**src/hrcc_pkg.sv**
```systemverilog
// ----------------------------------------------------------------------------
// hrcc_pkg: shared types and constants for the heart rate condition classifier
// Beat payloads, configuration register indexes, reset values, condition codes.
// ----------------------------------------------------------------------------
`default_nettype none

package hrcc_pkg;

    typedef struct packed {
        logic [9:0]  pulse_rate;
        logic        walking;
        logic        running;
        logic [3:0]  posture;
        logic [9:0]  shown_pulse;
        logic [31:0] now_seconds;
    } in_beat_t;

    typedef struct packed {
        logic [2:0]  condition;
        logic [10:0] adaptive_threshold;
    } out_beat_t;

    typedef struct packed {
        logic [9:0]  tachy_base;
        logic [9:0]  hard_brady_limit;
        logic [9:0]  brady_limit;
        logic [9:0]  hard_tachy_limit;
        logic [15:0] start_window;
        logic [7:0]  start_add;
        logic [7:0]  tune_interval;
        logic [7:0]  repeat_count;
    } cfg_t;

    localparam int CFG_INDEX_W = 3;
    localparam int CFG_DATA_W  = 16;

    localparam logic [CFG_INDEX_W-1:0] REG_TACHY_BASE       = 3'd0;
    localparam logic [CFG_INDEX_W-1:0] REG_HARD_BRADY_LIMIT = 3'd1;
    localparam logic [CFG_INDEX_W-1:0] REG_BRADY_LIMIT      = 3'd2;
    localparam logic [CFG_INDEX_W-1:0] REG_HARD_TACHY_LIMIT = 3'd3;
    localparam logic [CFG_INDEX_W-1:0] REG_START_WINDOW     = 3'd4;
    localparam logic [CFG_INDEX_W-1:0] REG_START_ADD        = 3'd5;
    localparam logic [CFG_INDEX_W-1:0] REG_TUNE_INTERVAL    = 3'd6;
    localparam logic [CFG_INDEX_W-1:0] REG_REPEAT_COUNT     = 3'd7;

    localparam logic [9:0]  TACHY_BASE_RST       = 10'd120;
    localparam logic [9:0]  HARD_BRADY_LIMIT_RST = 10'd40;
    localparam logic [9:0]  BRADY_LIMIT_RST      = 10'd50;
    localparam logic [9:0]  HARD_TACHY_LIMIT_RST = 10'd180;
    localparam logic [15:0] START_WINDOW_RST     = 16'd30;
    localparam logic [7:0]  START_ADD_RST        = 8'd10;
    localparam logic [7:0]  TUNE_INTERVAL_RST    = 8'd10;
    localparam logic [7:0]  REPEAT_COUNT_RST     = 8'd3;

    localparam logic [2:0] COND_NONE     = 3'd0;
    localparam logic [2:0] COND_FIT      = 3'd1;
    localparam logic [2:0] COND_LIGHT    = 3'd2;
    localparam logic [2:0] COND_HARD     = 3'd3;
    localparam logic [2:0] COND_ASYSTOLE = 3'd4;

    localparam logic [1:0] SLOPE_LOW  = 2'd1;
    localparam logic [1:0] SLOPE_MID  = 2'd2;
    localparam logic [1:0] SLOPE_HIGH = 2'd3;

    localparam logic [3:0]  LOCO_POSTURE = 4'd8;
    localparam logic [9:0]  PULSE_CEIL   = 10'd300;
    localparam logic [31:0] SLOPE_MID_LO = 32'd60;
    localparam logic [31:0] SLOPE_MID_HI = 32'd120;
    localparam logic [10:0] THR_MAX      = 11'd2047;
    localparam logic [10:0] THR_MAX_SEEN = 11'd1278;

    // floor(x / 10) == (x * 205) >> 11 for every x below 1024
    localparam logic [17:0] DIV10_RECIP = 18'd205;

endpackage

`default_nettype wire

```
**src/hrcc_regs.sv**
```systemverilog
// ----------------------------------------------------------------------------
// hrcc_regs: configuration register file
// Eight write-only limit and timing registers, loaded by index.
// ----------------------------------------------------------------------------
`default_nettype none

module hrcc_regs
    import hrcc_pkg::*;
(
    input  wire logic                   clk,
    input  wire logic                   rst_n,
    input  wire logic                   cfg_write,
    input  wire logic [CFG_INDEX_W-1:0] cfg_index,
    input  wire logic [CFG_DATA_W-1:0]  cfg_data,
    output cfg_t                        cfg
);

    cfg_t cfg_reg;
    cfg_t cfg_next;

    always_comb
    begin
        cfg_next = cfg_reg;
        if (cfg_write)
        begin
            case (cfg_index)
                REG_TACHY_BASE:       cfg_next.tachy_base       = cfg_data[9:0];
                REG_HARD_BRADY_LIMIT: cfg_next.hard_brady_limit = cfg_data[9:0];
                REG_BRADY_LIMIT:      cfg_next.brady_limit      = cfg_data[9:0];
                REG_HARD_TACHY_LIMIT: cfg_next.hard_tachy_limit = cfg_data[9:0];
                REG_START_WINDOW:     cfg_next.start_window     = cfg_data[15:0];
                REG_START_ADD:        cfg_next.start_add        = cfg_data[7:0];
                REG_TUNE_INTERVAL:    cfg_next.tune_interval    = cfg_data[7:0];
                REG_REPEAT_COUNT:     cfg_next.repeat_count     = cfg_data[7:0];
                default:              cfg_next = cfg_reg;
            endcase
        end
    end

    always_ff @(posedge clk or negedge rst_n)
    begin
        if (!rst_n)
        begin
            cfg_reg.tachy_base       <= TACHY_BASE_RST;
            cfg_reg.hard_brady_limit <= HARD_BRADY_LIMIT_RST;
            cfg_reg.brady_limit      <= BRADY_LIMIT_RST;
            cfg_reg.hard_tachy_limit <= HARD_TACHY_LIMIT_RST;
            cfg_reg.start_window     <= START_WINDOW_RST;
            cfg_reg.start_add        <= START_ADD_RST;
            cfg_reg.tune_interval    <= TUNE_INTERVAL_RST;
            cfg_reg.repeat_count     <= REPEAT_COUNT_RST;
        end
        else
        begin
            cfg_reg <= cfg_next;
        end
    end

    assign cfg = cfg_reg;

endmodule

`default_nettype wire

```
**src/heart_rate_condition_classifier.sv**
```systemverilog
// ----------------------------------------------------------------------------
// heart_rate_condition_classifier: pulse condition classifier, adaptive threshold
// Tracks rest timing, relaxes the tachycardia threshold and debounces classes.
// ----------------------------------------------------------------------------
//
//   channel | signals                              | beat
//   --------+--------------------------------------+-------------------------
//   in      | in_valid, in_stall, in_data          | one pulse sample
//   out     | out_valid, out_stall, out_data       | one condition result
//   cfg     | cfg_write, cfg_index, cfg_data       | one register write
//
// One result beat per input beat. A beat waits in the input register, where the state
// update runs, and moves into the result register when it advances; one beat per
// cycle sustained while the result is not stalled.
// Reset loads the limits and sets the adaptive threshold to the base limit.
// A stalled result holds the input register, which then stalls the input.
//
`default_nettype none

module heart_rate_condition_classifier
    import hrcc_pkg::*;
(
    input  wire logic                   clk,
    input  wire logic                   rst_n,
    input  wire logic                   in_valid,
    output logic                        in_stall,
    input  wire in_beat_t               in_data,
    output logic                        out_valid,
    input  wire logic                   out_stall,
    output out_beat_t                   out_data,
    input  wire logic                   cfg_write,
    input  wire logic [CFG_INDEX_W-1:0] cfg_index,
    input  wire logic [CFG_DATA_W-1:0]  cfg_data
);

    cfg_t cfg;

    hrcc_regs u_regs (
        .clk       (clk),
        .rst_n     (rst_n),
        .cfg_write (cfg_write),
        .cfg_index (cfg_index),
        .cfg_data  (cfg_data),
        .cfg       (cfg)
    );

    // input stage
    logic      in_valid_reg;
    in_beat_t  in_data_reg;
    logic      advance;
    logic      in_take;

    // result stage
    logic      out_valid_reg;
    out_beat_t out_data_reg;

    // block state
    logic [10:0] thr_reg,        thr_next;
    logic [10:0] start_reg,      start_next;
    logic [31:0] rest_start_reg, rest_start_next;
    logic [31:0] last_tune_reg,  last_tune_next;
    logic        tuned_reg,      tuned_next;
    logic [1:0]  slope_reg,      slope_next;
    logic [7:0]  black_reg,      black_next;
    logic [7:0]  red_reg,        red_next;
    logic [7:0]  yellow_reg,     yellow_next;
    logic [2:0]  held_reg,       held_next;

    assign advance  = in_valid_reg && (!out_valid_reg || !out_stall);
    assign in_stall = in_valid_reg && !advance;
    assign in_take  = in_valid && !in_stall;

    function automatic logic [7:0] sat_inc(input logic [7:0] c);
        sat_inc = (c == 8'hFF) ? 8'hFF : c + 8'd1;
    endfunction

    always_comb
    begin
        logic        loco;
        logic [31:0] rest;
        logic [31:0] window;
        logic [31:0] interval;
        logic [11:0] start_sum;
        logic [9:0]  prod;
        logic [17:0] scaled;
        logic [10:0] dec;
        logic [2:0]  cls;
        logic [9:0]  pulse;

        loco      = in_data_reg.walking || in_data_reg.running ||
                    (in_data_reg.posture == LOCO_POSTURE);
        rest      = in_data_reg.now_seconds - rest_start_reg;
        window    = {16'd0, cfg.start_window};
        interval  = {24'd0, cfg.tune_interval};
        start_sum = {1'b0, start_reg} + {4'd0, cfg.start_add};
        prod      = 10'd0;
        scaled    = 18'd0;
        dec       = 11'd0;
        pulse     = in_data_reg.pulse_rate;

        thr_next        = thr_reg;
        start_next      = start_reg;
        rest_start_next = rest_start_reg;
        last_tune_next  = last_tune_reg;
        tuned_next      = tuned_reg;
        slope_next      = slope_reg;

        if (loco)
        begin
            rest_start_next = in_data_reg.now_seconds;
        end
        else
        begin
            if (rest < window && thr_reg < {1'b0, in_data_reg.shown_pulse})
            begin
                thr_next   = {1'b0, in_data_reg.shown_pulse} + {3'd0, cfg.start_add};
                start_next = {1'b0, in_data_reg.shown_pulse};
                slope_next = SLOPE_LOW;
            end
            else if (rest >= window && start_reg < thr_reg)
            begin
                start_next = start_sum[11] ? THR_MAX : start_sum[10:0];
            end

            if (thr_next > {1'b0, cfg.tachy_base} &&
                (in_data_reg.now_seconds - last_tune_reg) >= interval &&
                rest > window)
            begin
                if (rest > SLOPE_MID_LO && rest < SLOPE_MID_HI)
                    slope_next = SLOPE_MID;
                else if (rest > SLOPE_MID_HI)
                    slope_next = SLOPE_HIGH;

                if (!tuned_reg)
                begin
                    // slope times interval by shift and add, then divide by ten
                    case (slope_next)
                        SLOPE_LOW:  prod = {2'd0, cfg.tune_interval};
                        SLOPE_MID:  prod = {1'b0, cfg.tune_interval, 1'b0};
                        SLOPE_HIGH: prod = {2'd0, cfg.tune_interval} +
                                           {1'b0, cfg.tune_interval, 1'b0};
                        default:    prod = 10'd0;
                    endcase
                    scaled         = {8'd0, prod} * DIV10_RECIP;
                    dec            = {4'd0, scaled[17:11]};
                    thr_next       = (thr_next > dec) ? thr_next - dec : 11'd0;
                    last_tune_next = in_data_reg.now_seconds;
                    tuned_next     = 1'b1;
                end
            end

            if (tuned_next && (in_data_reg.now_seconds - last_tune_next) >= interval)
                tuned_next = 1'b0;
        end

        if (pulse == 10'd0)
            cls = COND_ASYSTOLE;
        else if (pulse < cfg.hard_brady_limit)
            cls = COND_HARD;
        else if (pulse < cfg.brady_limit)
            cls = COND_LIGHT;
        else if (pulse < PULSE_CEIL)
        begin
            if ({1'b0, pulse} > thr_next)
                cls = (pulse > cfg.hard_tachy_limit) ? COND_HARD : COND_LIGHT;
            else
                cls = COND_FIT;
        end
        else
            cls = COND_NONE;

        black_next  = (cls == COND_ASYSTOLE) ? sat_inc(black_reg)  : 8'd0;
        red_next    = (cls == COND_HARD)     ? sat_inc(red_reg)    : 8'd0;
        yellow_next = (cls == COND_LIGHT)    ? sat_inc(yellow_reg) : 8'd0;
        held_next   = held_reg;

        if (yellow_next >= cfg.repeat_count)
        begin
            yellow_next = cfg.repeat_count;
            held_next   = COND_LIGHT;
        end
        else if (red_next >= cfg.repeat_count)
        begin
            red_next  = cfg.repeat_count;
            held_next = COND_HARD;
        end
        else if (black_next >= cfg.repeat_count)
        begin
            black_next = cfg.repeat_count;
            held_next  = COND_ASYSTOLE;
        end
        else if (cls == COND_FIT)
        begin
            held_next = COND_FIT;
        end
    end

    always_ff @(posedge clk or negedge rst_n)
    begin
        if (!rst_n)
        begin
            in_valid_reg   <= 1'b0;
            out_valid_reg  <= 1'b0;
            thr_reg        <= {1'b0, TACHY_BASE_RST};
            start_reg      <= 11'd0;
            rest_start_reg <= 32'd0;
            last_tune_reg  <= 32'd0;
            tuned_reg      <= 1'b0;
            slope_reg      <= SLOPE_LOW;
            black_reg      <= 8'd0;
            red_reg        <= 8'd0;
            yellow_reg     <= 8'd0;
            held_reg       <= COND_NONE;
        end
        else
        begin
            if (in_take)
                in_valid_reg <= 1'b1;
            else if (advance)
                in_valid_reg <= 1'b0;

            if (advance)
                out_valid_reg <= 1'b1;
            else if (!out_stall)
                out_valid_reg <= 1'b0;

            if (advance)
            begin
                thr_reg        <= thr_next;
                start_reg      <= start_next;
                rest_start_reg <= rest_start_next;
                last_tune_reg  <= last_tune_next;
                tuned_reg      <= tuned_next;
                slope_reg      <= slope_next;
                black_reg      <= black_next;
                red_reg        <= red_next;
                yellow_reg     <= yellow_next;
                held_reg       <= held_next;
            end
        end
    end

    // payload registers
    always_ff @(posedge clk)
    begin
        if (in_take)
            in_data_reg <= in_data;
        if (advance)
        begin
            out_data_reg.condition          <= held_next;
            out_data_reg.adaptive_threshold <= thr_next;
        end
    end

    assign out_valid = out_valid_reg;
    assign out_data  = out_data_reg;

`ifndef ASSERT_OFF
    // only one class can be on a run at a time
    assert property (@(posedge clk) disable iff (!rst_n)
        $countones({|black_reg, |red_reg, |yellow_reg}) <= 1)
        else $error("more than one run counter active");

    // threshold comes from the reset base or from shown pulse plus margin, then decreases
    assert property (@(posedge clk) disable iff (!rst_n)
        thr_reg <= THR_MAX_SEEN)
        else $error("adaptive threshold out of range");

    assert property (@(posedge clk) disable iff (!rst_n)
        slope_reg != 2'd0)
        else $error("slope code zero");

    // a beat that leaves the input stage lands in the result register
    assert property (@(posedge clk) disable iff (!rst_n)
        advance |=> out_valid_reg && out_data_reg.adaptive_threshold == thr_reg)
        else $error("result register missed a beat");

    assert property (@(posedge clk) disable iff (!rst_n)
        in_stall |-> in_valid_reg && out_valid_reg && out_stall)
        else $error("input stalled without a blocked result");
`endif

endmodule

`default_nettype wire
```
**config.mk**
```make
export PLATFORM = sky130hd
export DESIGN_NAME = heart_rate_condition_classifier
export DESIGN_NICKNAME = d
export VERILOG_FILES = /design/src/hrcc_pkg.sv /design/src/hrcc_regs.sv /design/src/heart_rate_condition_classifier.sv
export SDC_FILE = /design/constraint.sdc
export NUM_CORES = 1
export LEC_CHECK = 0
export ABC_AREA = 1
export BUFFER_PORTS_ARGS = -buffer_cell sky130_fd_sc_hd__buf_2
export CAP_MARGIN = 5
export CORE_MARGIN = 2
export CORE_UTILIZATION = 45
export CTS_BUF_LIST = sky130_fd_sc_hd__clkbuf_8
export DETAILED_ROUTE_END_ITERATION = 6
export SYNTH_ARGS = -nofsm -noshare
export SYNTH_HDL_FRONTEND = slang
export SYNTH_SLANG_ARGS = --single-unit
export TNS_END_PERCENT = 1
```
**constraint.sdc**
```tcl
create_clock -name clk -period 13.7 [get_ports clk]
set_clock_uncertainty 0.05 [all_clocks]
set_input_delay 2.74 -clock clk [delete_from_list [all_inputs] [get_ports clk]]
set_output_delay 2.74 -clock clk [all_outputs]
set_load 0.01 [all_outputs]
```
==> results of run 1 <==
Yosys cell counts, drive strengths merged (2+ instances only):
| cell | number | share of area [%] |
|---|---|---|
| a211oi | 10 | 0.33 |
| a21boi | 7 | 0.23 |
| a21o | 8 | 0.26 |
| a21oi | 223 | 5.0 |
| a221oi | 4 | 0.15 |
| a31oi | 6 | 0.19 |
| and2 | 3 | 0.082 |
| and3 | 8 | 0.22 |
| buf | 3 | 0.082 |
| clkbuf | 45 | 0.74 |
| clkinv | 3 | 0.049 |
| dfrtp | 159 | 17 |
| dfstp | 28 | 3.2 |
| edfxtp | 72 | 9.5 |
| fa | 23 | 2.0 |
| ha | 280 | 15 |
| inv | 615 | 10 |
| nand2 | 832 | 14 |
| nand3 | 135 | 3.3 |
| nand3b | 10 | 0.33 |
| nand4 | 45 | 1.4 |
| nor2 | 260 | 4.5 |
| nor3 | 24 | 0.55 |
| nor3b | 2 | 0.066 |
| nor4 | 5 | 0.16 |
| o211ai | 8 | 0.26 |
| o21a | 9 | 0.30 |
| o21ai | 250 | 5.5 |
| o21bai | 13 | 0.43 |
| o221ai | 7 | 0.27 |
| o22ai | 17 | 0.47 |
| o31ai | 2 | 0.066 |
| o41ai | 3 | 0.12 |
| or2 | 8 | 0.22 |
| xnor2 | 22 | 0.84 |
| xor2 | 53 | 2.0 |
cells by family (layout without fill, tap and decap cells):
group / count (synthesis) / count (layout) / share of synthesized area [%]
buffers and inverters: 666 / 838 / 11.0
and+or+nand+nor: 1332 / 1332 / 24.8
adders and majority gates: 303 / 303 / 17.4
other: 0 / 1 / 0
DFF: 259 / 259 / 30.1
xor gates and xnor gates: 75 / 75 / 2.88
AOI/OAI and AO/OA: 574 / 574 / 13.9
worst min-delay path, delay by kind of cell (launching register included):
kind               cells  cell delay, ns
AOI/OAI and AO/OA      1            0.06
DFF                    1            0.34
and+or+nand+nor        1            0.05
final cells by class:
| type | count | area, um^2 |
|---|---|---|
| multi-input combinational | 2284 | 13600 |
| tap | 672 | 841 |
| clock inverter | 41 | 280 |
| antenna | 1 | 2.50 |
| fill | 5071 | 24700 |
| inverter | 618 | 2320 |
| timing repair buffer | 124 | 709 |
| clock buffer | 55 | 757 |
| sequential | 259 | 6880 |
worst paths after layout:
check / slack [ns] / end / startpoint / depth (start not counted)
worst max-delay path: 1.07 / black_reg[7] / in_data_reg[0] / 75
worst min-delay path: 0.43 / rest_start_reg[14] / rest_start_reg[14] / 2
worst max register to register: 1.07 / black_reg[7] / in_data_reg[0] / 75
worst min register to register: 0.43 / rest_start_reg[14] / rest_start_reg[14] / 2
max in group asynchronous: 10.13 / yellow_reg[4] / rst_n / 2
min in group asynchronous: 2.02 / u_regs.cfg[43] / rst_n / 1
stage by stage:
| stage | setup WS (ns) | utilization [%] | cells | setup TNS [ns] |
|---|---|---|---|---|
| after floorplan | 1.42 | - | 3209 | 0 |
| after global placement | 0.385 | 48.2 | 3950 | 0 |
| after detailed placement | -0.259 | 48.2 | 3950 | -2.49 |
| after CTS | 0.0134 | 50.3 | 4048 | 0 |
| after global routing | -0.0537 | 50.7 | 4053 | -0.127 |
| final | 1.07 | 50.7 | 4054 | 0 |
layer usage:
layer	vias to the layer above	GRT usage [%]	share of wire [%]
met1	9737	36.1	46
met5	-	0	0.079
met4	8	9.72	3.5
li1	10600	-	-
met3	137	4.58	6.2
met2	612	42.1	44
repair_timing:
| item | CTS | global route |
|---|---|---|
| gates resized for setup | 0 | 40 |
| setup endpoints to repair | 18 | 30 |
| setup buffers | 2 | 5 |
| pin swaps | 1 | 8 |
==> results.ini, run 1 <==
[worst_setup_path]
crit_slowest_cell = fa_1
crit_path_frequent_cell = nand2_1
cp-start-kind = flop
cp_num_buf_inv = 12
endpoint_kind = flop
path_class = flop to flop
cp_max_fo = 13
slowest_delay_ns = 0.55
critical_path.top_delay_family = adder cells
critPathArrivalTime_ns = 13.10
required_ns = 14.17

[timing]
finalMaxSlewViolations = 0
fin_crit_ns = 12.63
tightest_slew_ns = 1.04
min_period_over_period_pct = 92.2
slew_headroom_pct = 30.9
whs_ns = 0.433
hold_viol = 0
fmax_mhz = 79.2
setup_viol_count_final = 0

[synth]
synth-seq-cells = 259
syn_avg_cell_area_um2 = 7.11
synth_top_flop_cell = dfrtp_1
synthCells = 3209
async_reset_ff_share_pct = 72.2
synth_warnings = 0
netlist_area_mm2 = 0.0228
synth-edff-count = 72
ys_types = 61
syn_nets = 3594
synth-seq-area-share_pct = 30.1

[floorplan]
rows = 82
start_util_pct = 45.6
core-area_mm2 = 0.0501
fp.dieW_um = 229
pin_count = 98
die_y_um = 229
dieArea_mm2 = 0.0525

[clock_network]
insertion_delay_ns = 0.67
clk_path_buf_depth = 3
cts_sinks = 259
cts_buffers = 51
cts_tree = yes
cts_root_buffer = clkbuf_8
postCtsHoldBufs = 0
clk_pin_slew_ns = 0.06
htreeDepth = 2

[route]
via_per_inst = 5.21
drt_iter0_drc = 1661
num_vias = 21100
drtAntennaViolNets = 0
drt_pass1_iterations = 6
routed_wl_um = 69200
avgRoutedWirePerCell_um = 17.1
drc = 0

[placed_design]
place_hpwl_um = 54800
gp_congestion = 0.948
portBuffers = 97
placed_area_mm2 = 0.0241

[global_route]
grt-ovfl-total = 0
grt_usage_pct = 26.5
grt_max_degree = 77
grt_first_pass_wirelength_um = 111000
antenna_found_initial = 8
grt_pass1_vias = 20800

[final_layout]
area_growth_pct = 11.3
largest_reg_flops = 80
final_area_mm2 = 0.0254
final_common_cell = nand2_1
drive_gt1_share_pct = 9.76
nets = 3723
final_cell_mix = nand2_1, inv_1, ha_1

[job]
max_cap_violations = 0

[hold_path]
hp-class = flop to flop

[outcome]
status = finished, final reports clean

Power of run 1 is left out: the tool's default activity adds up to more than one toggle a clock period on the data nets, which glitch-free logic cannot reach.
==> run 2, diff against run 1 <==
--- a/config.mk
+++ b/config.mk
@@ -12,6 +12,7 @@
 export CORE_UTILIZATION = 45
 export CTS_BUF_LIST = sky130_fd_sc_hd__clkbuf_8
 export DETAILED_ROUTE_END_ITERATION = 6
+export PLACE_DENSITY = 0.58
 export SYNTH_ARGS = -nofsm -noshare
 export SYNTH_HDL_FRONTEND = slang
 export SYNTH_SLANG_ARGS = --single-unit
==> run 2 against run 1 <==
Non-clock buffer count increased by 4. Register-to-register slack improved by 0.07 ns. Critical path depth increased by 3. Global-route usage grew 0.088 points. Worst hold slack got worse by 0.00058 ns. Critical path type unchanged. Critical endpoint is now black_reg[0].
==> results.ini, run 2 (synthesized netlist as in run 1, its figures left out) <==
[timing]
tightest_slew_ns = 1.00  ; -0.0354 ns
finalMaxSlewViolations = 0  ; unchanged
hold_viol = 0  ; unchanged
setup_viol_count_final = 0  ; unchanged
min_period_over_period_pct = 91.7  ; -0.49 points
setup_ws_ns = 1.13  ; +0.0669 ns
grt_setup_unrepaired = no
fmax_mhz = 79.6  ; +0.53%
fin_crit_ns = 12.57  ; -0.0669 ns
slew_headroom_pct = 33.3  ; +2.4 points

[final_layout]
nets = 3725  ; +0.054%
fill_cells = 5152  ; +1.6%
area_growth_pct = 11.4  ; about the same
utilization_pct = 50.7  ; about the same
drive_gt1_share_pct = 9.88  ; +0.12 points
final_area_mm2 = 0.0254  ; about the same
final_cell_mix = nand2_1, inv_1, ha_1
largest_reg_flops = 80  ; unchanged
final_common_cell = nand2_1

[route]
avgRoutedWirePerCell_um = 17.2  ; +0.67%
num_vias = 21000  ; -0.68%
routed_wl_um = 69700  ; +0.67%
drc = 0  ; unchanged
drt_pass1_iterations = 7  ; +1
via_per_inst = 5.18  ; -0.68%
drtAntennaViolNets = 0  ; unchanged
drt_iter0_drc = 1483  ; -11%

[clock_network]
cts_root_buffer = clkbuf_8
clk_pin_slew_ns = 0.06  ; about the same
clk_path_buf_depth = 3  ; unchanged
insertion_delay_ns = 0.68  ; about the same
htreeDepth = 2  ; unchanged
postCtsHoldBufs = 0  ; unchanged
cts_tree = yes
cts_sinks = 259  ; unchanged
cts_buffers = 49  ; -3.9%

[worst_setup_path]
cp_max_fo = 13  ; unchanged
required_ns = 14.16  ; about the same
crit_path_frequent_cell = inv_1
crit_slowest_cell = fa_1
slowest_delay_ns = 0.56  ; about the same
timing.rr.start = in_data_reg[0]
path_class = flop to flop
critPathArrivalTime_ns = 13.02  ; -0.08 ns
endpoint_kind = flop
cp-start-kind = flop
setup.worst_path.start = in_data_reg[0]

[global_route]
grt_max_degree = 68  ; -12%
grt_pass1_vias = 20800  ; +0.31%
antenna_found_initial = 5  ; -3
grt_usage_pct = 26.6  ; +0.088 points
grt_first_pass_wirelength_um = 111000  ; about the same
grt-ovfl-total = 0  ; unchanged

[floorplan]
dieArea_mm2 = 0.0525  ; unchanged
die_y_um = 229  ; unchanged
pin_count = 98  ; unchanged
start_util_pct = 45.6  ; unchanged
rows = 82  ; unchanged
fp.dieW_um = 229  ; unchanged
core-area_mm2 = 0.0501  ; unchanged

[placed_design]
portBuffers = 97  ; unchanged
gp_congestion = 0.930  ; -2.0%
place_hpwl_um = 55300  ; +1.0%
placed_area_mm2 = 0.0241  ; about the same
place_ws_ns = -0.181  ; +0.0774 ns

[hold_path]
min_from = rest_start_reg[12]
hp-class = flop to flop

[job]
max_cap_violations = 0  ; unchanged

[outcome]
status = finished, final reports clean

[run 2: routing by layer]
metal  wire length [um]  GRT usage (%)
met3               4530           5.39
met1              31900           35.5
met2              31000           43.0
met5                 55              0
met4               2140           8.81
[run 2: final timing paths]
path / to / cells after the start / slack (ns)
min in group asynchronous: u_regs.cfg[53] / 1 / 2.03
max reg2reg: black_reg[0] / 78 / 1.13
max in group asynchronous: rest_start_reg[20] / 2 / 10.07
min reg2reg: rest_start_reg[12] / 2 / 0.43
max: black_reg[0] / 78 / 1.13
min: rest_start_reg[12] / 2 / 0.43
[run 2: what timing repair did]
action | in CTS | in global routing
pin swaps | 1 | 5
setup buffers | 3 | 7
gates resized for setup | 0 | 41
setup endpoints to repair | 10 | 30
[run 2: cell type report]
class,count,area (um^2),area share [%]
Multi-Input combinational cell,2284,13600,53.6
Sequential cell,259,6880,27.1
Inverter,618,2320,9.13
Tap cell,672,841,3.31
Clock buffer,58,798,3.14
Timing Repair Buffer,128,752,2.96
Clock inverter,34,200,0.788
Antenna cell,1,2.50,0.00985
[run 2: critical path: cells and delay by family, from the launching register on]
kind / cells / cell delay, ns
AND/OR/NAND/NOR: 32 / 3.44
flip-flops: 1 / 0.39
AO/OA/AOI/OAI: 19 / 2.81
buffers and inverters: 14 / 1.26
XOR/XNOR: 2 / 0.38
adder cells (fa/ha/maj): 11 / 4.07
[run 2: through the flow]
step                      setup TNS (ns)  cells  hold slack (ns)
after floorplan                        0   3209            0.384
after global placement                 0   3951            0.415
after detailed placement           -1.30   3951            0.417
after CTS                              0   4046            0.435
after global routing                   0   4053            0.456
final                                  0   4054            0.433
Power of run 2 is left out for the same reason.
